## src/rtl/pagu_pkg.sv

```systemverilog
package pagu_pkg;

    localparam int GLYPH_ROWS = 16;
    localparam int ROW_W      = 4;

    localparam logic [1:0] OP_FONT_WRITE = 2'd0;
    localparam logic [1:0] OP_TEXT       = 2'd1;
    localparam logic [1:0] OP_GRAPHICS   = 2'd2;

    localparam int APB_ADDR_W = 5;
    localparam int APB_DATA_W = 32;

    localparam logic [2:0] REG_ATTR_MAP     = 3'd0;
    localparam logic [2:0] REG_FONT_OPTIONS = 3'd1;
    localparam logic [2:0] REG_MODE_BITS    = 3'd2;
    localparam logic [2:0] REG_CURSOR_SHAPE = 3'd3;
    localparam logic [2:0] REG_CURSOR_END   = 3'd4;
    localparam logic [2:0] REG_CURSOR_ADDR  = 3'd5;
    localparam logic [2:0] REG_FG_COLOR     = 3'd6;

    localparam logic [3:0] ATTR_MAP_RESET = 4'd4;

    localparam int MODE_80COL  = 0;
    localparam int MODE_ENABLE = 3;
    localparam int MODE_1BPP   = 4;
    localparam int MODE_BLINK  = 5;

    localparam int QUEUE_DEPTH = 4;
    localparam int QPTR_W      = 2;

    typedef struct packed {
        logic [1:0]  opcode;
        logic [10:0] glyph_index;
        logic [3:0]  glyph_row;
        logic [7:0]  font_byte;
        logic [7:0]  char_code;
        logic [7:0]  attr_byte;
        logic [3:0]  scan_row;
        logic [14:0] cell_address;
        logic        blink_phase;
        logic        line_odd;
        logic [7:0]  graphics_byte;
    } t_in_item;

    typedef struct packed {
        logic [15:0] pixels;
        logic        wide_result;
    } t_result;

    typedef struct packed {
        logic [3:0]  attr_map;
        logic [2:0]  font_options;
        logic [5:0]  mode_bits;
        logic [6:0]  cursor_shape_start;
        logic [3:0]  cursor_end;
        logic [14:0] cursor_address;
        logic [3:0]  fg_color;
    } t_cfg;

    // one classified render job handed from front to back
    typedef struct packed {
        logic       is_text;
        logic       wide;
        logic       fg;
        logic       bg;
        logic       cursor;
        logic       mono;
        logic       gfx_en;
        logic       gfx_fg;
        logic       line_odd;
        logic [7:0] data;
    } t_work;

endpackage

```

## src/rtl/pagu_back.sv

```systemverilog
module pagu_back (
    input  logic              i_clk,
    input  logic              i_rst_n,
    input  logic              i_q_valid,
    input  pagu_pkg::t_work   i_q_data,
    output logic              o_q_pop,
    input  logic              i_pop,
    output logic              o_empty,
    output pagu_pkg::t_result o_result
);

    logic              r_out_valid;
    pagu_pkg::t_result r_out;
    pagu_pkg::t_result n_out;
    logic              load;
    logic [7:0]        text8;
    logic [15:0]       text16;
    logic [7:0]        gfx8;
    logic [1:0]        pat;

    assign load     = i_q_valid && (!r_out_valid || i_pop);
    assign o_q_pop  = load;
    assign o_empty  = !r_out_valid;
    assign o_result = r_out;

    always_comb begin
        for (int c = 0; c < 8; c++) begin
            text8[c]         = (i_q_data.data[c] ? i_q_data.fg : i_q_data.bg) ^ i_q_data.cursor;
            text16[2*c]      = text8[c];
            text16[2*c + 1]  = text8[c];
        end
    end

    always_comb begin
        pat  = 2'b00;
        gfx8 = '0;
        if (i_q_data.mono) begin
            gfx8 = i_q_data.data & {8{i_q_data.gfx_en && i_q_data.gfx_fg}};
        end else begin
            for (int p = 0; p < 4; p++) begin
                pat = i_q_data.gfx_en ? i_q_data.data[2*p +: 2] : 2'b00;
                // dither the two mid greys by line parity
                unique case (pat)
                    2'b00: gfx8[2*p +: 2] = 2'b00;
                    2'b11: gfx8[2*p +: 2] = 2'b11;
                    2'b01: gfx8[2*p +: 2] = i_q_data.line_odd ? 2'b00 : 2'b10;
                    2'b10: gfx8[2*p +: 2] = i_q_data.line_odd ? 2'b01 : 2'b10;
                    default: gfx8[2*p +: 2] = 2'b00;
                endcase
            end
        end
    end

    always_comb begin
        if (i_q_data.is_text && i_q_data.wide) begin
            n_out.pixels      = text16;
            n_out.wide_result = 1'b1;
        end else if (i_q_data.is_text) begin
            n_out.pixels      = {text8, 8'd0};
            n_out.wide_result = 1'b0;
        end else begin
            n_out.pixels      = {gfx8, 8'd0};
            n_out.wide_result = 1'b0;
        end
    end

    always_ff @(posedge i_clk) begin
        if (!i_rst_n) begin
            r_out_valid <= 1'b0;
        end else if (load) begin
            r_out_valid <= 1'b1;
        end else if (i_pop) begin
            r_out_valid <= 1'b0;
        end
    end

    always_ff @(posedge i_clk) begin
        if (load) begin
            r_out <= n_out;
        end
    end

endmodule

```

## config.mk

```make
export PLATFORM = sky130hd
export DESIGN_NAME = pagu_back
export DESIGN_NICKNAME = d
export VERILOG_FILES = /design/src/rtl/pagu_pkg.sv /design/src/rtl/pagu_back.sv
export SDC_FILE = /design/constraint.sdc
export NUM_CORES = 1
export LEC_CHECK = 0
export ABC_AREA = 1
export BUFFER_PORTS_ARGS = -buffer_cell sky130_fd_sc_hd__buf_2
export CAP_MARGIN = 10
export CORE_MARGIN = 4
export CORE_UTILIZATION = 48
export CTS_CLUSTER_SIZE = 8
export DETAILED_ROUTE_END_ITERATION = 10
export GPL_TIMING_DRIVEN = 0
export PLACE_DENSITY = 0.9
export SYNTH_ARGS = -nofsm -noshare
export SYNTH_HDL_FRONTEND = slang
export SYNTH_SLANG_ARGS = --single-unit
export TNS_END_PERCENT = 10
```

## constraint.sdc

```tcl
create_clock -name i_clk -period 1.8 [get_ports i_clk]
set_clock_uncertainty 0.1 [all_clocks]
set_input_delay 0.09 -clock i_clk [delete_from_list [all_inputs] [get_ports i_clk]]
set_output_delay 0.09 -clock i_clk [all_outputs]
set_load 0.005 [all_outputs]
```

==> out/results.ini <==
[layout]
nNetsFinal=222
layout_commonest_cell=nand2_1
regArea_um2=410
fillers=212
drive_gt1_share_pct=31.0
multi_input_area_um2=581
instances_no_fill=228
antenna_cells=0
utilization_pct=61.9
final_cell_area_mm2=0.00137
area_growth_pct=23.5
layout_common_cells=52 x nand2_1, 38 x buf_2, 31 x nand3_1, 13 x edfxtp_1

[setup_path]
rr_startpoint=r_out_valid
crit_type=reg -> out
r2r-end=o_result[6]
arrival_ns=1.38
path_buf_inv=1
max_stage_delay_ns=0.55
end_kind=primary output
crit_path_start_kind=flop
crit_required_ns=1.61
path_cells=a21oi_2 -> buf_2
ff2ff_path_depth=1
slowest_stage=a21oi_2
path_max_fanout=14
path_delay_family=compound AO/OA/AOI/OAI gates
ff2ff_setup_slack_ns=0.46

[run]
drv_cap=0

[grt]
track_usage_pct=16.5
grt_pass1_wl_um=4390
gr-total-overflow=0
antenna_found_initial=0
grt_pass1_vias=1048
grt_max_degree=15

[placement]
dpl_cell_area_mm2=0.00133
dp.cells=223
io_buffers=37
hpwl_um=1970
gp_congestion=0.777

[power]
p_int_w=0.000571
pwr-share-clk_pct=21.2
p_comb_share_pct=29.1
switching_share_pct=28.2
vdd_drop_max_mv=0.356
p_switching_w=0.000224
powerDensity_mw_per_mm2=581
p_leak_nw=0.701
seq_power_share_pct=49.6

[die]
dieArea_mm2=0.00314
core_mm2=0.00221
die_height_um=56.1
die_x_um=56.1
initial_core_util_pct=50.1
row_count=17
pin_count=40

[hold_path]
hold_class=in -> reg
hold_end=r_out_valid
hold_depth=4
holdCritStartpoint=i_pop

[status]
status=finished, final reports clean

[logic_synthesis]
syn_area_per_cell_um2=7.02
ys_warn_count=0
synth_seq_cells=14
yosysUniqueCellTypes=18
syn-num-nets=179
ys_seq_area_share_pct=37.0
netlist_instances=158
syn-cell-area_mm2=0.00111

[clock_tree]
insertion_delay_ns=0.26
cts_max_path_buffers=2
path_clk_slew_ns=0.07
cts_tree=done
clock_sink_count=14
cts_root_buf=clkbuf_4
cts_setup_buffers=0
numCtsBuffers=3
htreeDepth=1

[timing]
max_freq_mhz=638
rsz0062_at_grt=no
slew_violations=0
min_period_ns=1.57
setup_viol=0
fin_setup_tns_ns=0
fin_crit_sh_pct=87.1
hold_viol_final=0
relSlewSlack_pct=54.3
tightest_slew_ns=0.686

[routing]
drtIter0Drc=49
wl_per_cell_um=10.3
drt-total-wl_um=2340
drc=0
vias=1164
antenna_left=0
vias_per_cell=5.11
drt-pass1-iter-count=5

## power groups by stage
stage               Combinational (W)  Clock, W  Sequential [W]
global route                 0.000265  0.000197        0.000398
floorplan                    0.000134         0        0.000407
detailed placement           0.000229         0        0.000402
CTS                          0.000232  0.000178        0.000395
global placement             0.000225         0        0.000402
finish                       0.000232  0.000169        0.000395
## cells in the mapped netlist
cell type	number	area share [%]
buf_6	2	2.0
or2_0	1	0.56
a21boi_0	1	0.68
buf_2	1	0.45
o21ai_1	4	1.8
dfxtp_1	1	1.8
a21oi_1	2	0.90
nand3_1	31	14
nand2_2	2	1.1
nor2_1	11	3.7
o211ai_2	5	5.6
nand2_1	52	18
inv_1	10	3.4
edfxtp_1	13	35
o21ai_0	11	5.0
nor2_4	1	1.0
buf_4	5	3.4
inv_2	5	1.7
## worst max-delay path by stage
stage	startpoint	end	slack (ns)	cells past startpoint
2_1_floorplan	r_out_valid	o_result[0]	0.23	1
3_3_place_gp	r_out_valid	o_result[10]	0.08	1
3_5_place_dp	r_out_valid	o_result[10]	0.07	1
4_1_cts	r_out_valid	o_q_pop	0.20	2
5_1_grt	r_out_valid	o_q_pop	0.11	2
6_report	r_out_valid	o_q_pop	0.23	2
## logic make-up (layout without fill, tap and decap cells)
logic type	count (synthesis)	after routing	share of synthesized area [%]
simple gates	98	98	38.0
compound gates	23	23	14.0
buf+inv	23	65	10.9
flops	14	14	37.0
## stage by stage
| step | power (W) | hold slack (ns) | setup slack, ns |
|---|---|---|---|
| floorplan | 0.000542 | 0.144 | 0.230 |
| global placement | 0.000627 | 0.253 | 0.0763 |
| detailed placement | 0.000631 | 0.260 | 0.0735 |
| CTS | 0.000805 | 0.00986 | 0.202 |
| global route | 0.000861 | 0.0442 | 0.111 |
| finish | 0.000795 | 0.0149 | 0.231 |
## per-layer routing
metal / vias up / GRT usage (%) / wire length [um]
li1: 612 / - / -
met1: 503 / 22.4 / 1040
met2: 47 / 27.2 / 1080
met3: 2 / 2.09 / 212
met4: 0 / 5.08 / 11
met5: - / 0 / 0
## tightest hold or removal path: stages
cell	delay (ns)
buf_2	0.08
inv_1	0.05
nand2_1	0.05
a21boi_0	0.07
## layout make-up
class                      count  area share, %
multi-input combinational    121           42.4
timing repair buffer          38           14.3
tap                           28           2.56
clock buffer                   4           1.92
inverter                      15           4.11
sequential                    14           30.0
buffer                         8           4.75
## state kept, by name, indices dropped and copies added (netlist names)
| register | cells |
|---|---|
| o_result | 13 |
| r_out_valid | 1 |
## repair_timing
action | in CTS | in global routing
endpoints found under the hold margin | 1 | 0
endpoints found under the setup margin | 1 | 0
hold buffers | 1 | 0
gates resized for setup | 1 | 0
Note: power is estimated with default switching activity, not from simulation.
