### config.mk
export PLATFORM = sky130hd
export DESIGN_NAME = pagu_queue
export DESIGN_NICKNAME = d
export VERILOG_FILES = /design/src/rtl/pagu_pkg.sv /design/src/rtl/pagu_queue.sv
export SDC_FILE = /design/constraint.sdc
export NUM_CORES = 1
export LEC_CHECK = 0
export ABC_CLOCK_PERIOD_IN_PS = 4600
export BUFFER_PORTS_ARGS = -buffer_cell sky130_fd_sc_hd__buf_2
export CAP_MARGIN = 30
export CORE_AREA = 2 2 80 82
export DETAILED_ROUTE_END_ITERATION = 7
export DIE_AREA = 0 0 82 84
export PLACE_DENSITY_LB_ADDON = 0.2
export SYNTH_ARGS = -nofsm -noshare
export SYNTH_HDL_FRONTEND = slang
export SYNTH_SLANG_ARGS = --single-unit
### constraint.sdc
create_clock -name i_clk -period 4.6 [get_ports i_clk]
set_input_delay 0.46 -clock i_clk [delete_from_list [all_inputs] [get_ports i_clk]]
set_output_delay 0.46 -clock i_clk [all_outputs]
set_load 0.02 [all_outputs]
### src/rtl/pagu_pkg.sv
package pagu_pkg;

    localparam int GLYPH_ROWS = 16;
    localparam int ROW_W      = 4;

    localparam logic [1:0] OP_FONT_WRITE = 2'd0;
    localparam logic [1:0] OP_TEXT       = 2'd1;
    localparam logic [1:0] OP_GRAPHICS   = 2'd2;

    localparam int APB_ADDR_W = 5;
    localparam int APB_DATA_W = 32;

    localparam logic [2:0] REG_ATTR_MAP     = 3'd0;
    localparam logic [2:0] REG_FONT_OPTIONS = 3'd1;
    localparam logic [2:0] REG_MODE_BITS    = 3'd2;
    localparam logic [2:0] REG_CURSOR_SHAPE = 3'd3;
    localparam logic [2:0] REG_CURSOR_END   = 3'd4;
    localparam logic [2:0] REG_CURSOR_ADDR  = 3'd5;
    localparam logic [2:0] REG_FG_COLOR     = 3'd6;

    localparam logic [3:0] ATTR_MAP_RESET = 4'd4;

    localparam int MODE_80COL  = 0;
    localparam int MODE_ENABLE = 3;
    localparam int MODE_1BPP   = 4;
    localparam int MODE_BLINK  = 5;

    localparam int QUEUE_DEPTH = 4;
    localparam int QPTR_W      = 2;

    typedef struct packed {
        logic [1:0]  opcode;
        logic [10:0] glyph_index;
        logic [3:0]  glyph_row;
        logic [7:0]  font_byte;
        logic [7:0]  char_code;
        logic [7:0]  attr_byte;
        logic [3:0]  scan_row;
        logic [14:0] cell_address;
        logic        blink_phase;
        logic        line_odd;
        logic [7:0]  graphics_byte;
    } t_in_item;

    typedef struct packed {
        logic [15:0] pixels;
        logic        wide_result;
    } t_result;

    typedef struct packed {
        logic [3:0]  attr_map;
        logic [2:0]  font_options;
        logic [5:0]  mode_bits;
        logic [6:0]  cursor_shape_start;
        logic [3:0]  cursor_end;
        logic [14:0] cursor_address;
        logic [3:0]  fg_color;
    } t_cfg;

    // one classified render job handed from front to back
    typedef struct packed {
        logic       is_text;
        logic       wide;
        logic       fg;
        logic       bg;
        logic       cursor;
        logic       mono;
        logic       gfx_en;
        logic       gfx_fg;
        logic       line_odd;
        logic [7:0] data;
    } t_work;

endpackage

### src/rtl/pagu_queue.sv
module pagu_queue (
    input  logic            i_clk,
    input  logic            i_rst_n,
    input  logic            i_push,
    input  pagu_pkg::t_work i_data,
    output logic            o_full,
    input  logic            i_pop,
    output logic            o_valid,
    output pagu_pkg::t_work o_data
);

    pagu_pkg::t_work               r_mem [pagu_pkg::QUEUE_DEPTH];
    logic [pagu_pkg::QPTR_W-1:0]   r_wr_ptr;
    logic [pagu_pkg::QPTR_W-1:0]   r_rd_ptr;
    logic [pagu_pkg::QPTR_W:0]     r_count;

    assign o_full  = (r_count == (pagu_pkg::QPTR_W + 1)'(pagu_pkg::QUEUE_DEPTH));
    assign o_valid = (r_count != '0);
    assign o_data  = r_mem[r_rd_ptr];

    always_ff @(posedge i_clk) begin
        if (i_push) begin
            r_mem[r_wr_ptr] <= i_data;
        end
    end

    always_ff @(posedge i_clk) begin
        if (!i_rst_n) begin
            r_wr_ptr <= '0;
            r_rd_ptr <= '0;
            r_count  <= '0;
        end else begin
            if (i_push) begin
                r_wr_ptr <= r_wr_ptr + 1'b1;
            end
            if (i_pop) begin
                r_rd_ptr <= r_rd_ptr + 1'b1;
            end
            unique case ({i_push, i_pop})
                2'b10:   r_count <= r_count + 1'b1;
                2'b01:   r_count <= r_count - 1'b1;
                default: r_count <= r_count;
            endcase
        end
    end

endmodule

==> results of run 1 <==
-- Yosys cell counts, drive strengths merged --
cell	count	area [um^2]
a21boi	1	7.51
and2	10	62.6
and3	1	6.26
buf	4	41.3
dfxtp	9	180
edfxtp	68	2040
fa	1	20.0
ha	5	62.6
inv	6	22.5
mux2i	1	10.0
mux4	17	409
nand2	2	7.51
nor2b	1	6.26
o21ai	2	10.0
or3	2	12.5
xnor2	2	17.5
xor2	3	26.3
-- state kept, by name (all words and copies together) (netlist names), named ones only --
| register | cells |
|---|---|
| r_count | 3 |
| r_mem | 68 |
| r_rd_ptr | 2 |
| r_wr_ptr | 2 |
-- power breakdown --
part	switching [mW]	internal, mW
Combinational	0.0915	0.0739
Clock	0.230	0.246
Sequential	0.0204	0.799
-- routing by layer --
metal | up-vias | wire [um] | global-route usage, %
met2 | 30 | 2360 | 23.4
li1 | 631 | - | -
met5 | - | 0 | 0
met4 | 0 | 59 | 6.82
met3 | 6 | 195 | 3.79
met1 | 693 | 1890 | 19.0
-- critical path, cell delays in order, from the launching register on --
cell and delay (ns):
dfxtp_1 0.73, buf_8 0.24, mux4_2 0.54, buf_2 0.18
-- through the flow --
stage | total power [mW] | instance area, um^2 | utilization (%)
floorplan | 0.946 | 2940 | -
global placement | 0.993 | 3190 | 52.4
detailed placement | 1.00 | 3210 | 52.6
CTS | 1.47 | 3400 | 55.8
global route | 1.52 | 3400 | 55.8
finish | 1.46 | 3400 | 55.8
-- final timing paths --
| check | from | to | slack (ns) | cells after the start |
|---|---|---|---|---|
| setup / recovery | flip-flop | o_data[7] | 2.12 | 3 |
| hold / removal | i_data[4] | r_mem[2][4]$_DFFE_PP_ | 0.34 | 1 |
| setup reg to reg | r_wr_ptr[0]$_SDFFE_PN0P_ | r_mem[0][14]$_DFFE_PP_ | 2.91 | 3 |
| hold reg to reg | r_count[2]$_SDFFE_PN0P_ | r_count[2]$_SDFFE_PN0P_ | 0.54 | 2 |
-- placed cells by master (no fill, tap or decap), drive strengths merged --
master    count
edfxtp       68
buf          40
mux4         17
and2         10
dfxtp         9
clkbuf        9
inv           6
ha            5
xor2          3
clkinvlp      3
clkinv        3
or3           2
xnor2         2
nand2         2
o21ai         2
and3          1
mux2i         1
nor2b         1
a21boi        1
fa            1
bufinv        1
-- kinds of logic (layout without fill, tap and decap cells) --
kind of cell	count (synthesis)	after routing	share of synthesized area (%)
mux	18	18	14.2
xor+xnor	5	5	1.49
flops	77	77	75.5
compound gates	3	3	0.595
fa+ha+maj	6	6	2.80
simple gates	16	16	3.23
buf+inv	10	62	2.17
-- cell type report --
type | count | area share (%)
Clock inverter | 7 | 1.95
Sequential cell | 77 | 65.4
Inverter | 6 | 0.662
Tap cell | 77 | 2.83
Timing Repair Buffer | 40 | 6.18
Clock buffer | 9 | 3.64
Multi-Input combinational cell | 48 | 19.4
==> reports/results.ini, run 1 <==
[clock_network]
clk_latency_ns = 0.33
clkSinkCount = 77
cts_buffer_depth = 2
path_clk_slew_ns = 0.08
cts_resized = 0
cts_root_buffer = clkbuf_8
htreeDepth = 3
cts_tree = done
ctsHoldBuffers = 0
cts_buffers = 9
cts_setup_buffers = 0

[cells_and_area]
fin_cells = 264
drive_gt1_share_pct = 34.8
finalNetCount = 209
fillers = 480
n_antenna_cell = 0
multi_input_area_um2 = 658
regArea_um2 = 2220
syn2layout_area_growth_pct = 15.5

[sta]
hold_viol_final = 0
finalMaxSlewViolations = 0
clock_skew_ns = 0.00389
period_share_pct = 53.8
rsz0062_at_grt = no
fin_ws_ns = 2.12
max_slew.worst_pin.slew_ns = 0.906
maxSlewHeadroom_pct = 39.6
fmax_mhz = 404
setup_viol_count_final = 0
period_needed_ns = 2.48
fin_setup_tns_ns = 0
holdWs_ns = 0.340

[placement]
gp_congestion = 0.680
portBuffers = 39
placedCellCount = 248
preCtsSetupSlack_ns = 2.46
dp_hpwl_um = 2880

[routing]
route.detailed.drc = 0
drt-total-wl_um = 4500
vias = 1360
wire_per_inst_um = 17.0
vias_per_cell = 5.15
firstDrtPassIters = 4
first_iter_violations = 79
drtAntennaViolNets = 0

[power]
ir_drop_mv = 0.253
power_density_nw_per_um2 = 430
leakage_nw = 1.20

[synthesis]
avgSynthCellArea_um2 = 21.8
synth_cell_type_count = 20
syn-num-nets = 162
syn_inst = 135
syn_area_um2 = 2940
yosysSeqAreaShare_pct = 75.5
ys.warnings.count = 0
synth_seq_cells = 77

[die]
coreArea_um2 = 6100
fp-row-count = 29
initial_core_util_pct = 48.3
die_area_um2 = 6890
die_h_um = 84
die_w_um = 82
design.portCount = 40

[min_path]
hold_class = in -> reg

[setup_path]
cp.required_ns = 4.14
critPathMaxFanout = 10
worst-endpoint-arrival_ns = 2.02
worst_setup_path_end_kind = output port
start_kind = flip-flop
crit_type = reg -> out

[global_routing]
grt_pass1_vias = 1432
grt_max_degree = 18
gr-total-overflow = 0
antenna_found_initial = 0
grt_pass1_wl_um = 7280
grt_usage_pct = 14.8

[outcome]
status = complete, no violations

[job]
maxCapViolCount = 0

Power figures use the tool's default switching activity.
==> run 2, diff against run 1 <==
ABC_CLOCK_PERIOD_IN_PS = 2600   (was 4600)
clock period = 2.6 ns   (was 4.6 ns; I/O delays follow)
==> run 2 against run 1 <==
Non-clock buffer count rose by 4. Flip-flop and latch count did not move. First-iteration DRC count fell by 52%. Largest power group unchanged. Largest cell class unchanged. Critical path depth fell by 1. Global-route usage rose by 0.45 points. Combinational power rose by 82%.
==> reports/results.ini, run 2 (synthesized netlist as in run 1, its figures left out) <==
[outcome]
status = complete, no violations

[die]
initial_core_util_pct = 48.3  ; unchanged
fp-row-count = 29  ; unchanged
die_area_um2 = 6890  ; unchanged
coreArea_um2 = 6100  ; unchanged
die_w_um = 82  ; unchanged
die_h_um = 84  ; unchanged
design.portCount = 40  ; unchanged

[routing]
vias = 1369  ; +0.66%
route.detailed.drc = 0  ; unchanged
wire_per_inst_um = 17.1  ; +0.39%
firstDrtPassIters = 4  ; unchanged
drtAntennaViolNets = 0  ; unchanged
vias_per_cell = 5.11  ; -0.84%
first_iter_violations = 38  ; -52%
drt-total-wl_um = 4590  ; +1.9%

[global_routing]
grt_pass1_vias = 1444  ; +0.84%
grt_pass1_wl_um = 7380  ; +1.4%
grt_max_degree = 18  ; unchanged
gr-total-overflow = 0  ; unchanged
antenna_found_initial = 0  ; unchanged
grt_usage_pct = 15.2  ; +0.45 points

[sta]
hold_viol_final = 0  ; unchanged
finalMaxSlewViolations = 0  ; unchanged
setup_viol_count_final = 0  ; unchanged
fmax_mhz = 490
holdWs_ns = 0.127  ; -0.213 ns
period_share_pct = 78.5
period_needed_ns = 2.04
max_slew.worst_pin.slew_ns = 0.775  ; -0.132 ns
fin_ws_ns = 0.560  ; -1.56 ns
clock_skew_ns = 0.00783  ; +0.00394 ns
rsz0062_at_grt = no
fin_setup_tns_ns = 0  ; unchanged
maxSlewHeadroom_pct = 48.3  ; +8.7 points

[setup_path]
path_cells = mux4_2 -> buf_2
r2r_end = r_count[2]$_SDFFE_PN0P_
worst-endpoint-arrival_ns = 1.78  ; -0.24 ns
r2r_start = r_count[1]$_SDFFE_PN0P_
r2r_slack_ns = 1.00  ; -1.91 ns
cp.required_ns = 2.34  ; -1.80 ns
worst-path-stages = 2  ; -1
crit_family = flip-flops
critPathMaxFanout = 17  ; +7
cpPeakStageDelay_ns = 0.83  ; +0.10 ns
crit_type = reg -> out
start_kind = flip-flop
slowest_stage = dfxtp_1
worstSetupEndpoint = o_data[7]
worst_setup_path_end_kind = output port
reg2reg_depth = 5  ; +2
cp.buffers_inverters = 1  ; -1

[placement]
portBuffers = 39  ; unchanged
dpl_cell_area_um2 = 3230  ; +0.70%
placedCellCount = 252  ; +1.6%
gp_congestion = 0.662  ; -2.6%
preCtsSetupSlack_ns = 0.778  ; -1.68 ns
dp_hpwl_um = 3000  ; +4.2%

[clock_network]
clk_latency_ns = 0.34  ; about the same
htreeDepth = 3  ; unchanged
ctsHoldBuffers = 0  ; unchanged
clkSinkCount = 77  ; unchanged
cts_buffer_depth = 2  ; unchanged
path_clk_slew_ns = 0.08  ; about the same
cts_root_buffer = clkbuf_8
cts_buffers = 9  ; unchanged
cts_resized = 0  ; unchanged
cts_setup_buffers = 0  ; unchanged
cts_tree = done

[cells_and_area]
fin_cells = 268  ; +1.5%
fillers = 472  ; -1.7%
syn2layout_area_growth_pct = 17.3
largest_register_ffs = 68  ; unchanged
finalNetCount = 213  ; +1.9%
final_cell_mix = 68 x edfxtp_1, 39 x buf_2, 10 x mux4_2, 10 x and2_1
regMostFlops = r_mem
drive_gt1_share_pct = 36.6  ; +1.9 points
fin_util_pct = 56.7  ; +0.88 points
reg_top3 = r_mem: 68 flops, r_count: 3 flops
n_antenna_cell = 0  ; unchanged
layout_commonest_cell = edfxtp_1
final_cell_area_um2 = 3450  ; +1.6%

[power]
ir_drop_mv = 0.352  ; +39%
power_density_nw_per_um2 = 786  ; +83%
power_mw = 2.71  ; +86%
leakage_nw = 1.23  ; +3.1%

[job]
maxCapViolCount = 0  ; unchanged

[min_path]
hold_class = in -> reg

[run 2: cell count changes in the layout (fill, tap and decap cells not counted)]
cell | previous run | this run
buf_8 | 1 | 0
clkinv_1 | 1 | 0
buf_4 | 0 | 5
inv_6 | 0 | 2
clkinvlp_4 | 3 | 2
bufinv_16 | 1 | 2
clkinv_2 | 2 | 1
[run 2: final cells by class]
class,count,area [um^2],share of cell area (%)
flip-flops and latches,77,2220,64.3
multi-input cells,48,658,19.1
repair buffers,44,233,6.74
clock buffers,9,124,3.59
clock inverters,7,97.6,2.83
well taps,77,96.3,2.79
inverters,6,22.5,0.652
[run 2: layer usage]
layer  part of all wire (%)  wire length [um]  global-route usage (%)  vias up
li1                       -                 -                       -      637
met1                     42              1950                    19.4      694
met2                     51              2350                    24.0       28
met3                    3.9               179                    3.25       10
met4                    2.4               112                    8.64        0
met5                      0                 0                       0        -
[run 2: how the worst min path moves through the flow]
stage,start,end,slack [ns],cells past startpoint
floorplan,i_data[0],r_mem[0][0]$_DFFE_PP_,0.36,0
global placement,i_data[15],r_mem[1][15]$_DFFE_PP_,0.47,1
detailed placement,i_data[11],r_mem[0][11]$_DFFE_PP_,0.48,1
CTS,i_data[4],r_mem[2][4]$_DFFE_PP_,0.11,1
global route,i_data[4],r_mem[3][4]$_DFFE_PP_,0.12,1
finish,i_data[4],r_mem[2][4]$_DFFE_PP_,0.13,1
[run 2: power by group]
| part | internal, mW | switching [mW] |
|---|---|---|
| Combinational | 0.132 | 0.169 |
| Clock | 0.545 | 0.425 |
| Sequential | 1.41 | 0.0295 |
| Total | 2.09 | 0.624 |
==> run 3, diff against run 2 <==
ABC_CLOCK_PERIOD_IN_PS = 2050   (was 2600)
clock period = 2.05 ns   (was 2.6 ns; I/O delays follow)
==> run 3 against run 2 <==
Global-route usage shrank 0.56 points. Count of clock-buffer cells in the layout is the same. Worst setup slack worse by 0.33 ns. Register-to-register slack lost 0.63 ns.
==> reports/results.ini, run 3 (synthesized netlist as in run 1, its figures left out) <==
[outcome]
status = complete, no violations

[min_path]
hold_class = in -> reg
min_from = i_data[15]

[power]
intPower_mw = 2.66  ; +27%
seqPwrFrac_pct = 53.3  ; +0.2 points
power_density_nw_per_um2 = 991  ; +26%
ir_drop_mv = 0.534  ; +52%
p_comb_share_pct = 11.4  ; +0.3 points
swShare_pct = 22.6  ; -0.42 points
leakage_nw = 1.23  ; +0.11%
power_mw = 3.43  ; +26%
switching_power_mw = 0.774  ; +24%
power_frac_clock_pct = 35.3  ; -0.4 points

[placement]
portBuffers = 39  ; unchanged
gp_congestion = 0.662  ; -0.11%
dpl_cell_area_um2 = 3240  ; +0.15%
preCtsSetupSlack_ns = 0.329  ; -0.449 ns
dp_hpwl_um = 2960  ; -1.6%

[setup_path]
critPathMaxFanout = 10  ; -7
crit_type = reg -> out
worst-endpoint-arrival_ns = 1.62  ; -0.16 ns
worst_setup_path_end_kind = output port
cp.required_ns = 1.85  ; -0.49 ns
r2r_start = r_wr_ptr[0]$_SDFFE_PN0P_
start_kind = flip-flop

[cells_and_area]
regMostFlops = r_mem
drive_gt1_share_pct = 36.3  ; -0.33 points
reg_top3 = r_mem: 68 flops, r_count: 3 flops
fillers = 462  ; -2.1%
syn2layout_area_growth_pct = 17.5
n_antenna_cell = 0  ; unchanged
layout_commonest_cell = edfxtp_1
finalNetCount = 212  ; -0.47%
fin_util_pct = 56.8  ; +0.10 points
final_cell_mix = 68 x edfxtp_1, 39 x buf_2, 10 x mux4_2, 10 x and2_1
final_cell_area_um2 = 3460  ; +0.18%
largest_register_ffs = 68  ; unchanged

[sta]
clock_skew_ns = 0.00349  ; -0.00434 ns
fmax_mhz = 549
period_share_pct = 88.8
hold_viol_final = 0  ; unchanged
fin_ws_ns = 0.229  ; -0.331 ns
setup_viol_count_final = 0  ; unchanged
rsz0062_at_grt = no
max_slew.worst_pin.slew_ns = 0.924  ; +0.150 ns
fin_setup_tns_ns = 0  ; unchanged
finalMaxSlewViolations = 0  ; unchanged
maxSlewHeadroom_pct = 38.4  ; -9.9 points
period_needed_ns = 1.82

[job]
maxCapViolCount = 0  ; unchanged

[die]
design.portCount = 40  ; unchanged
fp-row-count = 29  ; unchanged
initial_core_util_pct = 48.3  ; unchanged
die_area_um2 = 6890  ; unchanged
coreArea_um2 = 6100  ; unchanged
die_h_um = 84  ; unchanged
die_w_um = 82  ; unchanged

[routing]
first_iter_violations = 58  ; +53%
wire_per_inst_um = 17.0  ; -0.61%
drt-total-wl_um = 4540  ; -0.98%
vias = 1357  ; -0.88%
drtAntennaViolNets = 0  ; unchanged
vias_per_cell = 5.08  ; -0.51%
firstDrtPassIters = 4  ; unchanged
route.detailed.drc = 0  ; unchanged

[clock_network]
clkSinkCount = 77  ; unchanged
cts_buffer_depth = 2  ; unchanged
cts_resized = 0  ; unchanged
ctsHoldBuffers = 0  ; unchanged
clk_latency_ns = 0.32  ; -0.02 ns
cts_tree = done
cts_setup_buffers = 0  ; unchanged
cts_root_buffer = clkbuf_8
htreeDepth = 3  ; unchanged
path_clk_slew_ns = 0.08  ; about the same
cts_buffers = 9  ; unchanged

[global_routing]
grt_pass1_vias = 1457  ; +0.90%
grt_max_degree = 18  ; unchanged
gr-total-overflow = 0  ; unchanged
grt_pass1_wl_um = 7130  ; -3.4%
grt_usage_pct = 14.7  ; -0.56 points
antenna_found_initial = 0  ; unchanged

[run 3: cell types whose count changed in the layout (fill, tap and decap cells not counted), sizes merged]
cell | previous run | this run
clkinvlp | 2 | 1
clkinv | 1 | 3
buf | 44 | 43
inv | 8 | 7
[run 3: per-stage QoR]
| stage | cells | hold WS (ns) |
|---|---|---|
| final | 267 | 0.0866 |
| after CTS | 267 | 0.0677 |
| after floorplan | 135 | 0.304 |
| after detailed placement | 251 | 0.422 |
| after global placement | 251 | 0.417 |
| after global routing | 267 | 0.0732 |
[run 3: layer usage]
| metal | routed length [um] | vias up | global-route usage (%) |
|---|---|---|---|
| met2 | 2470 | 26 | 25.4 |
| li1 | - | 642 | - |
| met3 | 179 | 4 | 3.57 |
| met4 | 38 | 0 | 6.82 |
| met1 | 1850 | 685 | 16.8 |
| met5 | 0 | - | 0 |
[run 3: final timing paths]
check,to,slack [ns],depth (start not counted)
setup / recovery,o_data[6],0.23,3
hold / removal,r_mem[0][15]$_DFFE_PP_,0.09,1
setup reg to reg,r_mem[1][4]$_DFFE_PP_,0.37,2
hold reg to reg,r_count[2]$_SDFFE_PN0P_,0.52,2
[run 3: area by class of cell]
| type | instances | area [um^2] | share of cell area (%) |
|---|---|---|---|
| flip-flops and latches | 77 | 2220 | 64.2 |
| inverters | 6 | 22.5 | 0.651 |
| well taps | 77 | 96.3 | 2.78 |
| multi-input cells | 48 | 658 | 19.0 |
| repair buffers | 43 | 238 | 6.87 |
| clock inverters | 7 | 98.8 | 2.86 |
| clock buffers | 9 | 124 | 3.58 |
[run 3: critical path: stages (launching register included)]
cell and delay [ns]:
dfxtp_1 0.33, buf_4 0.24, mux4_2 0.54, buf_2 0.18
[run 3: power groups by stage]
| stage | sequential, mW | combinational, mW | clock, mW |
|---|---|---|---|
| after global routing | 1.83 | 0.425 | 1.30 |
| after CTS | 1.83 | 0.400 | 1.24 |
| after global placement | 1.85 | 0.385 | 0 |
| after floorplan | 1.85 | 0.278 | 0 |
| final | 1.83 | 0.391 | 1.21 |
| after detailed placement | 1.86 | 0.399 | 0 |
