### src/rtl/pagu_pkg.sv
package pagu_pkg;

    localparam int GLYPH_ROWS = 16;
    localparam int ROW_W      = 4;

    localparam logic [1:0] OP_FONT_WRITE = 2'd0;
    localparam logic [1:0] OP_TEXT       = 2'd1;
    localparam logic [1:0] OP_GRAPHICS   = 2'd2;

    localparam int APB_ADDR_W = 5;
    localparam int APB_DATA_W = 32;

    localparam logic [2:0] REG_ATTR_MAP     = 3'd0;
    localparam logic [2:0] REG_FONT_OPTIONS = 3'd1;
    localparam logic [2:0] REG_MODE_BITS    = 3'd2;
    localparam logic [2:0] REG_CURSOR_SHAPE = 3'd3;
    localparam logic [2:0] REG_CURSOR_END   = 3'd4;
    localparam logic [2:0] REG_CURSOR_ADDR  = 3'd5;
    localparam logic [2:0] REG_FG_COLOR     = 3'd6;

    localparam logic [3:0] ATTR_MAP_RESET = 4'd4;

    localparam int MODE_80COL  = 0;
    localparam int MODE_ENABLE = 3;
    localparam int MODE_1BPP   = 4;
    localparam int MODE_BLINK  = 5;

    localparam int QUEUE_DEPTH = 4;
    localparam int QPTR_W      = 2;

    typedef struct packed {
        logic [1:0]  opcode;
        logic [10:0] glyph_index;
        logic [3:0]  glyph_row;
        logic [7:0]  font_byte;
        logic [7:0]  char_code;
        logic [7:0]  attr_byte;
        logic [3:0]  scan_row;
        logic [14:0] cell_address;
        logic        blink_phase;
        logic        line_odd;
        logic [7:0]  graphics_byte;
    } t_in_item;

    typedef struct packed {
        logic [15:0] pixels;
        logic        wide_result;
    } t_result;

    typedef struct packed {
        logic [3:0]  attr_map;
        logic [2:0]  font_options;
        logic [5:0]  mode_bits;
        logic [6:0]  cursor_shape_start;
        logic [3:0]  cursor_end;
        logic [14:0] cursor_address;
        logic [3:0]  fg_color;
    } t_cfg;

    // one classified render job handed from front to back
    typedef struct packed {
        logic       is_text;
        logic       wide;
        logic       fg;
        logic       bg;
        logic       cursor;
        logic       mono;
        logic       gfx_en;
        logic       gfx_fg;
        logic       line_odd;
        logic [7:0] data;
    } t_work;

endpackage

### src/rtl/pagu_regs.sv
module pagu_regs (
    input  logic                                i_clk,
    input  logic                                i_rst_n,
    input  logic                                psel,
    input  logic                                penable,
    input  logic                                pwrite,
    input  logic [pagu_pkg::APB_ADDR_W-1:0]     paddr,
    input  logic [pagu_pkg::APB_DATA_W-1:0]     pwdata,
    output logic [pagu_pkg::APB_DATA_W-1:0]     prdata,
    output logic                                pready,
    output pagu_pkg::t_cfg                      o_cfg
);

    pagu_pkg::t_cfg r_cfg;
    logic [2:0]     reg_index;
    logic           wr_en;

    assign reg_index = paddr[4:2];
    assign wr_en     = psel && penable && pwrite;
    assign pready    = 1'b1;
    assign o_cfg     = r_cfg;

    always_ff @(posedge i_clk) begin
        if (!i_rst_n) begin
            r_cfg.attr_map           <= pagu_pkg::ATTR_MAP_RESET;
            r_cfg.font_options       <= '0;
            r_cfg.mode_bits          <= '0;
            r_cfg.cursor_shape_start <= '0;
            r_cfg.cursor_end         <= '0;
            r_cfg.cursor_address     <= '0;
            r_cfg.fg_color           <= '0;
        end else if (wr_en) begin
            unique case (reg_index)
                pagu_pkg::REG_ATTR_MAP:     r_cfg.attr_map           <= pwdata[3:0];
                pagu_pkg::REG_FONT_OPTIONS: r_cfg.font_options       <= pwdata[2:0];
                pagu_pkg::REG_MODE_BITS:    r_cfg.mode_bits          <= pwdata[5:0];
                pagu_pkg::REG_CURSOR_SHAPE: r_cfg.cursor_shape_start <= pwdata[6:0];
                pagu_pkg::REG_CURSOR_END:   r_cfg.cursor_end         <= pwdata[3:0];
                pagu_pkg::REG_CURSOR_ADDR:  r_cfg.cursor_address     <= pwdata[14:0];
                pagu_pkg::REG_FG_COLOR:     r_cfg.fg_color           <= pwdata[3:0];
                default: ;
            endcase
        end
    end

    always_comb begin
        prdata = '0;
        unique case (reg_index)
            pagu_pkg::REG_ATTR_MAP:     prdata = {28'd0, r_cfg.attr_map};
            pagu_pkg::REG_FONT_OPTIONS: prdata = {29'd0, r_cfg.font_options};
            pagu_pkg::REG_MODE_BITS:    prdata = {26'd0, r_cfg.mode_bits};
            pagu_pkg::REG_CURSOR_SHAPE: prdata = {25'd0, r_cfg.cursor_shape_start};
            pagu_pkg::REG_CURSOR_END:   prdata = {28'd0, r_cfg.cursor_end};
            pagu_pkg::REG_CURSOR_ADDR:  prdata = {17'd0, r_cfg.cursor_address};
            pagu_pkg::REG_FG_COLOR:     prdata = {28'd0, r_cfg.fg_color};
            default:                    prdata = '0;
        endcase
    end

endmodule

### config.mk
export PLATFORM = sky130hd
export DESIGN_NAME = pagu_regs
export DESIGN_NICKNAME = d
export VERILOG_FILES = /design/src/rtl/pagu_pkg.sv /design/src/rtl/pagu_regs.sv
export SDC_FILE = /design/constraint.sdc
export NUM_CORES = 1
export LEC_CHECK = 0
export BUFFER_PORTS_ARGS = -buffer_cell sky130_fd_sc_hd__buf_4
export CAP_MARGIN = 20
export CORE_UTILIZATION = 48
export DETAILED_ROUTE_END_ITERATION = 6
export MAX_ROUTING_LAYER = met4
export PLACE_DENSITY = 0.87
export SLEW_MARGIN = 20
export SYNTH_ARGS = -nofsm -noshare
export SYNTH_HDL_FRONTEND = slang
export SYNTH_SLANG_ARGS = --single-unit
### constraint.sdc
create_clock -name i_clk -period 3.1 [get_ports i_clk]
set_input_delay 0.31 -clock i_clk [delete_from_list [all_inputs] [get_ports i_clk]]
set_output_delay 0.31 -clock i_clk [all_outputs]
set_load 0.01 [all_outputs]
==> results of run 1 <==
report_power, final:
group	switching [W]	total, W	internal [W]
registers	0.00000326	0.000559	0.000556
logic	0.0000636	0.000105	0.0000410
clock network	0.000175	0.000325	0.000150
total	0.000242	0.000989	0.000747
final cells by class:
cell class | instances | area (sq um) | share of cell area [%]
Multi-Input combinational cell | 174 | 1160 | 42.0
Sequential cell | 43 | 861 | 31.1
Timing Repair Buffer | 80 | 601 | 21.7
Clock buffer | 6 | 72.6 | 2.63
Tap cell | 52 | 65.1 | 2.35
Inverter | 1 | 3.75 | 0.136
cell usage in the layout (no fill, tap or decap):
master	count
nand2_1	60
and2_1	1
clkbuf_1	1
or3_1	4
nand3b_1	2
a21o_1	1
nand4b_4	1
nand2b_1	2
o22ai_1	2
nand4_2	1
dfxtp_1	43
mux2i_1	53
nor2_4	1
nor2_1	2
o21ai_0	1
o31ai_1	1
and3_1	8
nor3b_1	2
nor3_1	2
o32ai_1	1
conb_1	18
nor2_2	2
a21boi_0	1
o211ai_1	1
mux4_2	1
mux2_2	1
inv_1	1
nand2b_4	1
o2bb2ai_1	3
nor2b_1	1
clkbuf_8	5
buf_4	80
through the flow:
step                      total power (W)  utilization [%]  cells
after global routing              0.00102             63.5    356
final                            0.000989             63.5    356
after floorplan                  0.000654                -    252
after global placement           0.000675             61.8    350
after detailed placement         0.000677             61.8    350
after CTS                        0.000994             63.5    356
synth_stat cells, types with 2 or more instances:
cell type / instances
nand2_1: 60
mux2i_1: 53
dfxtp_1: 43
buf_4: 20
and3_1: 8
clkbuf_1: 6
or3_1: 4
buf_1: 3
buf_2: 3
o2bb2ai_1: 3
buf_6: 2
conb_1: 2
nand2b_1: 2
nand3b_1: 2
nor2_1: 2
nor2_2: 2
nor3_1: 2
nor3b_1: 2
o22ai_1: 2
cells by family after synthesis:
logic type | after synthesis | share of synthesized area, %
AND/OR/NAND/NOR | 90 | 20.4
multiplexers | 55 | 25.8
flip-flops | 43 | 39.4
buffers and inverters | 35 | 10.3
AO/OA/AOI/OAI | 11 | 3.78
other | 2 | 0.343
worst paths after layout:
kind	depth (start not counted)	from	slack, ns	end
setup / recovery	5	paddr[4]	1.22	prdata[4]
hold / removal	3	pwdata[13]	0.28	o_cfg[17]
setup reg to reg	2	o_cfg[40]	2.43	o_cfg[40]
hold reg to reg	2	o_cfg[12]	0.47	o_cfg[12]
worst max-delay path: cells and delay by family:
kind            cells  cell delay, ns
simple gates        2            0.81
buf+inv             2            0.32
compound gates      1            0.12
layer usage:
layer / vias up / share of wire (%)
met3: 8 / 7.2
met4: 0 / 1.4
met1: 873 / 42
li1: 896 / -
met5: - / 0
met2: 75 / 50
==> flow_metrics.tcl, run 1 <==
set metrics [dict create \
    status "completed" \
    synth_edf_count 0 \
    grt_max_degree 59 \
    cts.repair.resized 0 \
    dp_hpwl_microns 3690 \
    cts_tree "yes" \
    critPathSlowestCell "nor2b_1" \
    cts.sinks 43 \
    fp-row-count 24 \
    numCtsBuffers 5 \
    portBuffers 80 \
    insertion_delay_ns 0.29 \
    antenna_found_initial 0 \
    fin_crit_sh_pct 60.7 \
    use_met2_pct 37.1 \
    ctsLongestPathBuffers 2 \
    crit_fanout 15 \
    first_pass_iters 4 \
    path_clk_slew_ns 0.07 \
    nets 347 \
    final_max_slew_viol_count 0 \
    rsz0062_at_grt "no" \
    met3_usage_pct 6.25 \
    yosysWarnings 0 \
    path_cells "buf_4 > nor2b_1 > and2_1 > o2bb2ai_1 > buf_4" \
    io_pins 118 \
    htreeDepth 2 \
    gp_congestion 0.816 \
    endpoint_kind "output port" \
    skew_ns 0 \
    wl_per_cell_microns 14.2 \
    ys_ff_latch 43 \
    drv_cap 0 \
    die_area_sq_um 4830 \
    final_cell_area_sq_um 2760 \
    synth_area_sq_um 2190 \
    finalCriticalPeriod_ns 1.88 \
    required_ns 2.79 \
    core-area_sq_um 4350 \
    die_h_microns 69.5 \
    initial_core_util_pct 50.2 \
    path_class "in2out" \
    area_growth_pct 26.4 \
    worstPathArrival_ns 1.57 \
    ys_seq_area_share_pct 39.4 \
    routed-via-count 1852 \
    die_w_microns 69.5 \
    root_buffer "clkbuf_8" \
    grt_usage_pct 22.1 \
    synth.area.top_cells "dfxtp_1 39%, mux2i_1 24%, nand2_1 10%" \
    start_kind "input pin" \
    n_fill_cell 390 \
    avgSynthCellArea_sq_um 9.27 \
    power_density_nw_per_um2 358 \
    synth_top_area_share_pct 39.4 \
    yosysUniqueCellTypes 34 \
    hold_buffers 0 \
    grt_pass1_wl_microns 8320 \
    place_ws_ns 1.17 \
    overflow 0 \
    synthFlopType "dfxtp_1" \
    via_per_inst 5.20 \
    postCtsSetupBuffers 0 \
    hp-class "in2reg" \
    drt_iter0_drc 138 \
    diodes 0 \
    synth_async_sr_flop_share_pct 0 \
    busiest_layer "met2" \
    cpPeakStageDelay_ns 0.56 \
    holdWs_ns 0.275 \
    p_leak_nw 1.27 \
    max_freq_ghz 0.532 \
    drive_gt1_share_pct 30.6 \
    ir_worst_vdd_v 0.000319 \
    first_global_vias 1747 \
    worst_path_most_repeated_cell "buf_4" \
    worst_pin_slew_ns 0.640 \
    drt.antenna.violating_nets 0 \
    synth_top_cell_by_area "dfxtp_1" \
    slew_headroom_pct 57.2 \
    largest_reg_flops 43 \
    synthCells 236 \
    drc 0 \
    setup_violations 0 \
    met1_usage_pct 25.8 \
    hold_viol_final 0 \
    finalSetupTns_ns 0 \
    fin_ws_ns 1.22 \
    dpl_cell_area_sq_um 2690 \
    wirelength_microns 5070 \
]
Power figures use the tool's default switching activity.
==> run 2, diff against run 1 <==
--- a/config.mk
+++ b/config.mk
@@ -7,10 +7,10 @@
 export LEC_CHECK = 0
 export BUFFER_PORTS_ARGS = -buffer_cell sky130_fd_sc_hd__buf_4
 export CAP_MARGIN = 20
-export CORE_UTILIZATION = 48
+export CORE_UTILIZATION = 40
 export DETAILED_ROUTE_END_ITERATION = 6
 export MAX_ROUTING_LAYER = met4
-export PLACE_DENSITY = 0.87
+export PLACE_DENSITY = 0.78
 export SLEW_MARGIN = 20
 export SYNTH_ARGS = -nofsm -noshare
 export SYNTH_HDL_FRONTEND = slang
==> constraint.sdc (replaced) <==
create_clock -name i_clk -period 1.6 [get_ports i_clk]
set_input_delay 0.16 -clock i_clk [delete_from_list [all_inputs] [get_ports i_clk]]
set_output_delay 0.16 -clock i_clk [all_outputs]
set_load 0.01 [all_outputs]
==> run 2 against run 1 <==
  * The flow now finishes with violations (setup timing)
  * Sequential power up 93%
  * Critical path depth down 2
  * Die area is 19% higher
  * Setup slack worse by 1.3 ns
  * Count of clock-buffer cells in the layout unchanged
  * Global-route usage is 2.4 points lower
  * Flip-flop and latch count stayed put
  * Largest power group unchanged
  * Highest routed layer unchanged
==> flow_metrics.tcl, run 2 (same netlist as run 1, synthesis figures left out) <==
set metrics [dict create \
    status "finished, violations left" \
    violations "setup timing" \
    final_common_cell "buf_4" \
    drt_iter0_drc 75 \
    routed-via-count 1869 \
    regArea_sq_um 872 \
    endpoint_kind "output port" \
    hold_viol_final 0 \
    whs_path_depth 3 \
    place_inst 378 \
    rsz0062_at_grt "yes" \
    fin_crit_sh_pct 104 \
    wl_per_cell_microns 13.7 \
    fp-row-count 26 \
    stdcell_count 389 \
    grt_pass1_wl_microns 8740 \
    place_ws_ns 0.168 \
    drt.antenna.violating_nets 0 \
    skew_ns 0 \
    utilization_pct 57.2 \
    setup_violations 1 \
    path_clk_slew_ns 0.08 \
    drc 0 \
    gp_congestion 0.773 \
    htreeDepth 2 \
    drive_gt1_share_pct 37.0 \
    required_ns 1.44 \
    first_pass_iters 4 \
    root_buffer "clkbuf_8" \
    die_h_microns 75.9 \
    nets 360 \
    ctsLongestPathBuffers 2 \
    die_w_microns 75.9 \
    fin_ws_ns -0.0578 \
    ir_worst_vdd_v 0.000483 \
    start_kind "flip-flop" \
    area_growth_pct 35.4 \
    grt_usage_pct 19.7 \
    r2r_end "o_cfg[41]" \
    crit_fanout 2 \
    worstPathArrival_ns 1.50 \
    first_global_vias 1742 \
    path_class "reg2out" \
    numCtsBuffers 5 \
    initial_core_util_pct 42.3 \
    hold_buffers 0 \
    diodes 0 \
    wirelength_microns 5310 \
    max_freq_ghz 0.603 \
    min_from "pwdata[7]" \
    layout_common_cells "91 x buf_4, 60 x nand2_1, 53 x mux2i_1" \
    multiInputGateArea_sq_um 1160 \
    slew_headroom_pct 66.3 \
    n_fill_cell 488 \
    largest_reg_flops 43 \
    final_max_slew_viol_count 0 \
    p_leak_nw 1.37 \
    core-area_sq_um 5170 \
    grt_max_degree 32 \
    reg2reg_depth 3 \
    worst_pin_slew_ns 0.504 \
    r2r_slack_ns 0.81 \
    power_density_nw_per_um2 733 \
    overflow 0 \
    finalSetupTns_ns -0.0578 \
    die_area_sq_um 5770 \
    io_pins 118 \
    antenna_found_initial 0 \
    hold_end "o_cfg[11]" \
    hp-class "in2reg" \
    cts.sinks 43 \
    drv_cap 0 \
    dp_hpwl_microns 3820 \
    finalCriticalPeriod_ns 1.66 \
    r2r_start "o_cfg[41]" \
    cts_tree "yes" \
    portBuffers 80 \
    insertion_delay_ns 0.30 \
    via_per_inst 4.80 \
    p_total_w 0.00217 \
]
run 2: metrics by stage:
| step | hold slack [ns] | area (sq um) |
|---|---|---|
| final | 0.112 | 2960 |
| after global routing | 0.0993 | 2960 |
| after CTS | 0.100 | 2950 |
| after detailed placement | 0.426 | 2800 |
| after global placement | 0.420 | 2800 |
| after floorplan | 0.302 | 2250 |
run 2: worst max-delay path: stages, from the launching register on:
cell and delay [ns]:
dfxtp_2 0.33, mux4_2 0.45, mux2_4 0.29, buf_6 0.12
run 2: final cells by class:
| class | instances | share of cell area (%) |
|---|---|---|
| multi-input cells | 174 | 39.3 |
| flip-flops and latches | 43 | 29.5 |
| repair buffers | 93 | 24.1 |
| well taps | 70 | 2.96 |
| clock buffers | 6 | 2.79 |
| clock inverters | 2 | 1.18 |
| inverters | 1 | 0.127 |
run 2: where the power goes:
part / internal, W / total, W / switching [W] / leakage, nW
sequential: 0.00108 / 0.00108 / 0.00000620 / 0.350
combinational: 0.0000916 / 0.000219 / 0.000127 / 0.958
clock: 0.000505 / 0.000869 / 0.000364 / 0.0612
total: 0.00167 / 0.00217 / 0.000497 / 1.37
run 2: worst max-delay path by stage:
stage	from	endpoint	cells past startpoint
after floorplan	paddr[3]	prdata[0]	5
after detailed placement	paddr[3]	prdata[2]	4
after global placement	paddr[3]	prdata[1]	5
after global routing	o_cfg[2]	prdata[2]	3
after CTS	o_cfg[21]	prdata[2]	3
final	o_cfg[21]	prdata[2]	3
run 2: per-layer routing:
layer  GRT usage, %  wire, microns  vias to the layer above
met5              -              0                        -
met4           6.54             70                        0
met3           5.30            273                        8
met2           31.3           2540                       58
met1           24.2           2430                      882
li1               -              -                      921
run 2: what timing repair did:
item	in CTS	in global routing
pin swaps	1	1
setup endpoints to repair	2	3
resized for setup	6	5
setup buffers	3	0
==> run 3, diff against run 2 <==
--- a/config.mk
+++ b/config.mk
@@ -9,6 +9,7 @@
 export CAP_MARGIN = 20
 export CORE_UTILIZATION = 40
 export DETAILED_ROUTE_END_ITERATION = 6
+export HOLD_SLACK_MARGIN = 0.08
 export MAX_ROUTING_LAYER = met4
 export PLACE_DENSITY = 0.78
 export SLEW_MARGIN = 20
==> constraint.sdc (replaced) <==
create_clock -name i_clk -period 1.6 [get_ports i_clk]
set_input_delay 0.16 -clock i_clk [delete_from_list [all_inputs] [get_ports i_clk]]
set_output_delay 0.16 -clock i_clk [all_outputs]
set_load 0.005 [all_outputs]
==> run 3 against run 2 <==
  * The run still ends with setup timing left
  * Clock power increased by 16%
  * First-iteration DRC count rose by 8.0%
  * Die area is the same
  * Worst hold slack worse by 0.0015 ns
  * Global-route usage is 0.063 points lower
  * Critical path type unchanged
  * Critical endpoint unchanged
  * Largest cell class unchanged
  * Largest power group unchanged
==> flow_metrics.tcl, run 3 (same netlist as run 1, synthesis figures left out) <==
set metrics [dict create \
    regArea_sq_um 870 \
    topRoutingLayerUsed "met4" \
    finalCriticalPeriod_ns 1.66 \
    die_h_microns 75.9 \
    path_class "reg2out" \
    fin_ws_ns -0.0575 \
    status "finished, violations left" \
    ctsLongestPathBuffers 2 \
    largest_reg_flops 43 \
    die_w_microns 75.9 \
    critical_path_buf_inv_count 1 \
    dp_hpwl_microns 3890 \
    htreeDepth 2 \
    p_total_w 0.00230 \
    routed-via-count 1867 \
    max_freq_ghz 0.603 \
    hp-class "in2reg" \
    ir_worst_vdd_v 0.000443 \
    fp-row-count 26 \
    worstPathArrival_ns 1.50 \
    met2_length_microns 2650 \
    diodes 0 \
    violations "setup timing" \
    p_leak_nw 1.38 \
    io_pins 118 \
    start_kind "flip-flop" \
    path_clk_slew_ns 0.09 \
    drc 0 \
    rsz0062_at_grt "yes" \
    first_pass_iters 4 \
    cpPeakStageDelay_ns 0.46 \
    critPathSlowestCell "mux4_2" \
    die_area_sq_um 5770 \
    drt.antenna.violating_nets 0 \
    wirelength_microns 5390 \
    numCtsBuffers 5 \
    drt_iter0_drc 81 \
    cp_top_family "multiplexers" \
    power_density_nw_per_um2 768 \
    cts.sinks 43 \
    crit_fanout 2 \
    drv_cap 0 \
    cts_tree "yes" \
    hold_viol_final 0 \
    met3_wirelength_microns 335 \
    insertion_delay_ns 0.30 \
    grt_pass1_wl_microns 8690 \
    skew_ns 0 \
    fin_crit_sh_pct 104 \
    root_buffer "clkbuf_8" \
    endpoint_kind "output port" \
    core-area_sq_um 5170 \
    initial_core_util_pct 42.3 \
    path_cells "mux4_2 > mux2_4 > buf_6" \
    holdWs_ns 0.111 \
    multiInputGateArea_sq_um 1170 \
    grt_max_degree 32 \
    first_global_vias 1781 \
    portBuffers 80 \
    final_common_cell "buf_4" \
    n_fill_cell 458 \
    nets 361 \
    drive_gt1_share_pct 36.9 \
    antenna_found_initial 0 \
    via_per_inst 4.79 \
    setup_violations 1 \
    final_max_slew_viol_count 0 \
    area_growth_pct 36.8 \
    grt_usage_pct 19.6 \
    wl_per_cell_microns 13.8 \
    gp_congestion 0.773 \
    required_ns 1.44 \
    overflow 0 \
    wl_met1_microns 2350 \
    layout_common_cells "91 x buf_4, 60 x nand2_1, 53 x mux2i_1" \
]
## run 3: cell count changes in the layout (fill, tap and decap cells not counted)
cell / previous run / this run
or3_1: 4 / 3
clkinv_2: 1 / 0
buf_6: 1 / 2
or3_4: 0 / 1
clkinvlp_4: 0 / 1
dfxtp_1: 34 / 36
bufinv_16: 1 / 2
clkbuf_8: 6 / 5
dfxtp_2: 9 / 7
## run 3: cell type report
class | count | share of cell area, %
Clock buffer | 5 | 2.30
Clock inverter | 3 | 2.26
Inverter | 1 | 0.125
Multi-Input combinational cell | 174 | 39.1
Sequential cell | 43 | 29.1
Tap cell | 70 | 2.93
Timing Repair Buffer | 94 | 24.2
## run 3: worst register-to-register path, delay by kind of cell, from the launching register on
kind / cells / cell delay, ns
DFF: 1 / 0.34
AOI/OAI and AO/OA: 2 / 0.22
## run 3: metrics by stage
| stage | utilization, % | std cells | worst slack [ns] | setup TNS (ns) | instance area (sq um) |
|---|---|---|---|---|---|
| final | 57.9 | 390 | -0.0575 | -0.0575 | 2990 |
| after global routing | 57.9 | 390 | -0.102 | -0.102 | 2990 |
| after CTS | 57.3 | 388 | -0.0578 | -0.0578 | 2970 |
| after detailed placement | 54.2 | 378 | 0.151 | 0 | 2800 |
| after global placement | 54.2 | 378 | 0.173 | 0 | 2800 |
| after floorplan | - | 252 | 0.349 | 0 | 2250 |
## run 3: metal layers
layer / GRT usage [%] / vias up
met5: - / -
met4: 6.35 / 0
met3: 5.18 / 7
met2: 32.2 / 64
met1: 23.4 / 869
li1: - / 927
## run 3: worst paths after layout
kind         startpoint         to  slack, ns  cells after the start
max            o_cfg[2]  prdata[2]      -0.06                      3
min          pwdata[14]  o_cfg[18]       0.11                      3
max reg2reg   o_cfg[41]  o_cfg[41]       0.91                      2
min reg2reg   o_cfg[20]  o_cfg[20]       0.47                      2
## run 3: where the power goes
group	leakage, nW	internal [W]	switching, W	total, W
Combinational	0.963	0.0000917	0.000115	0.000207
Clock	0.0644	0.000622	0.000385	0.00101
Sequential	0.349	0.00108	0.00000616	0.00108
Total	1.38	0.00179	0.000506	0.00230
## run 3: timing repair
| action | in CTS | in global routing |
|---|---|---|
| hold buffers | 0 | 0 |
| resized for setup | 6 | 5 |
| buffers inserted | 2 | 2 |
| pin swaps | 0 | 2 |
| endpoints found under the setup margin | 2 | 2 |
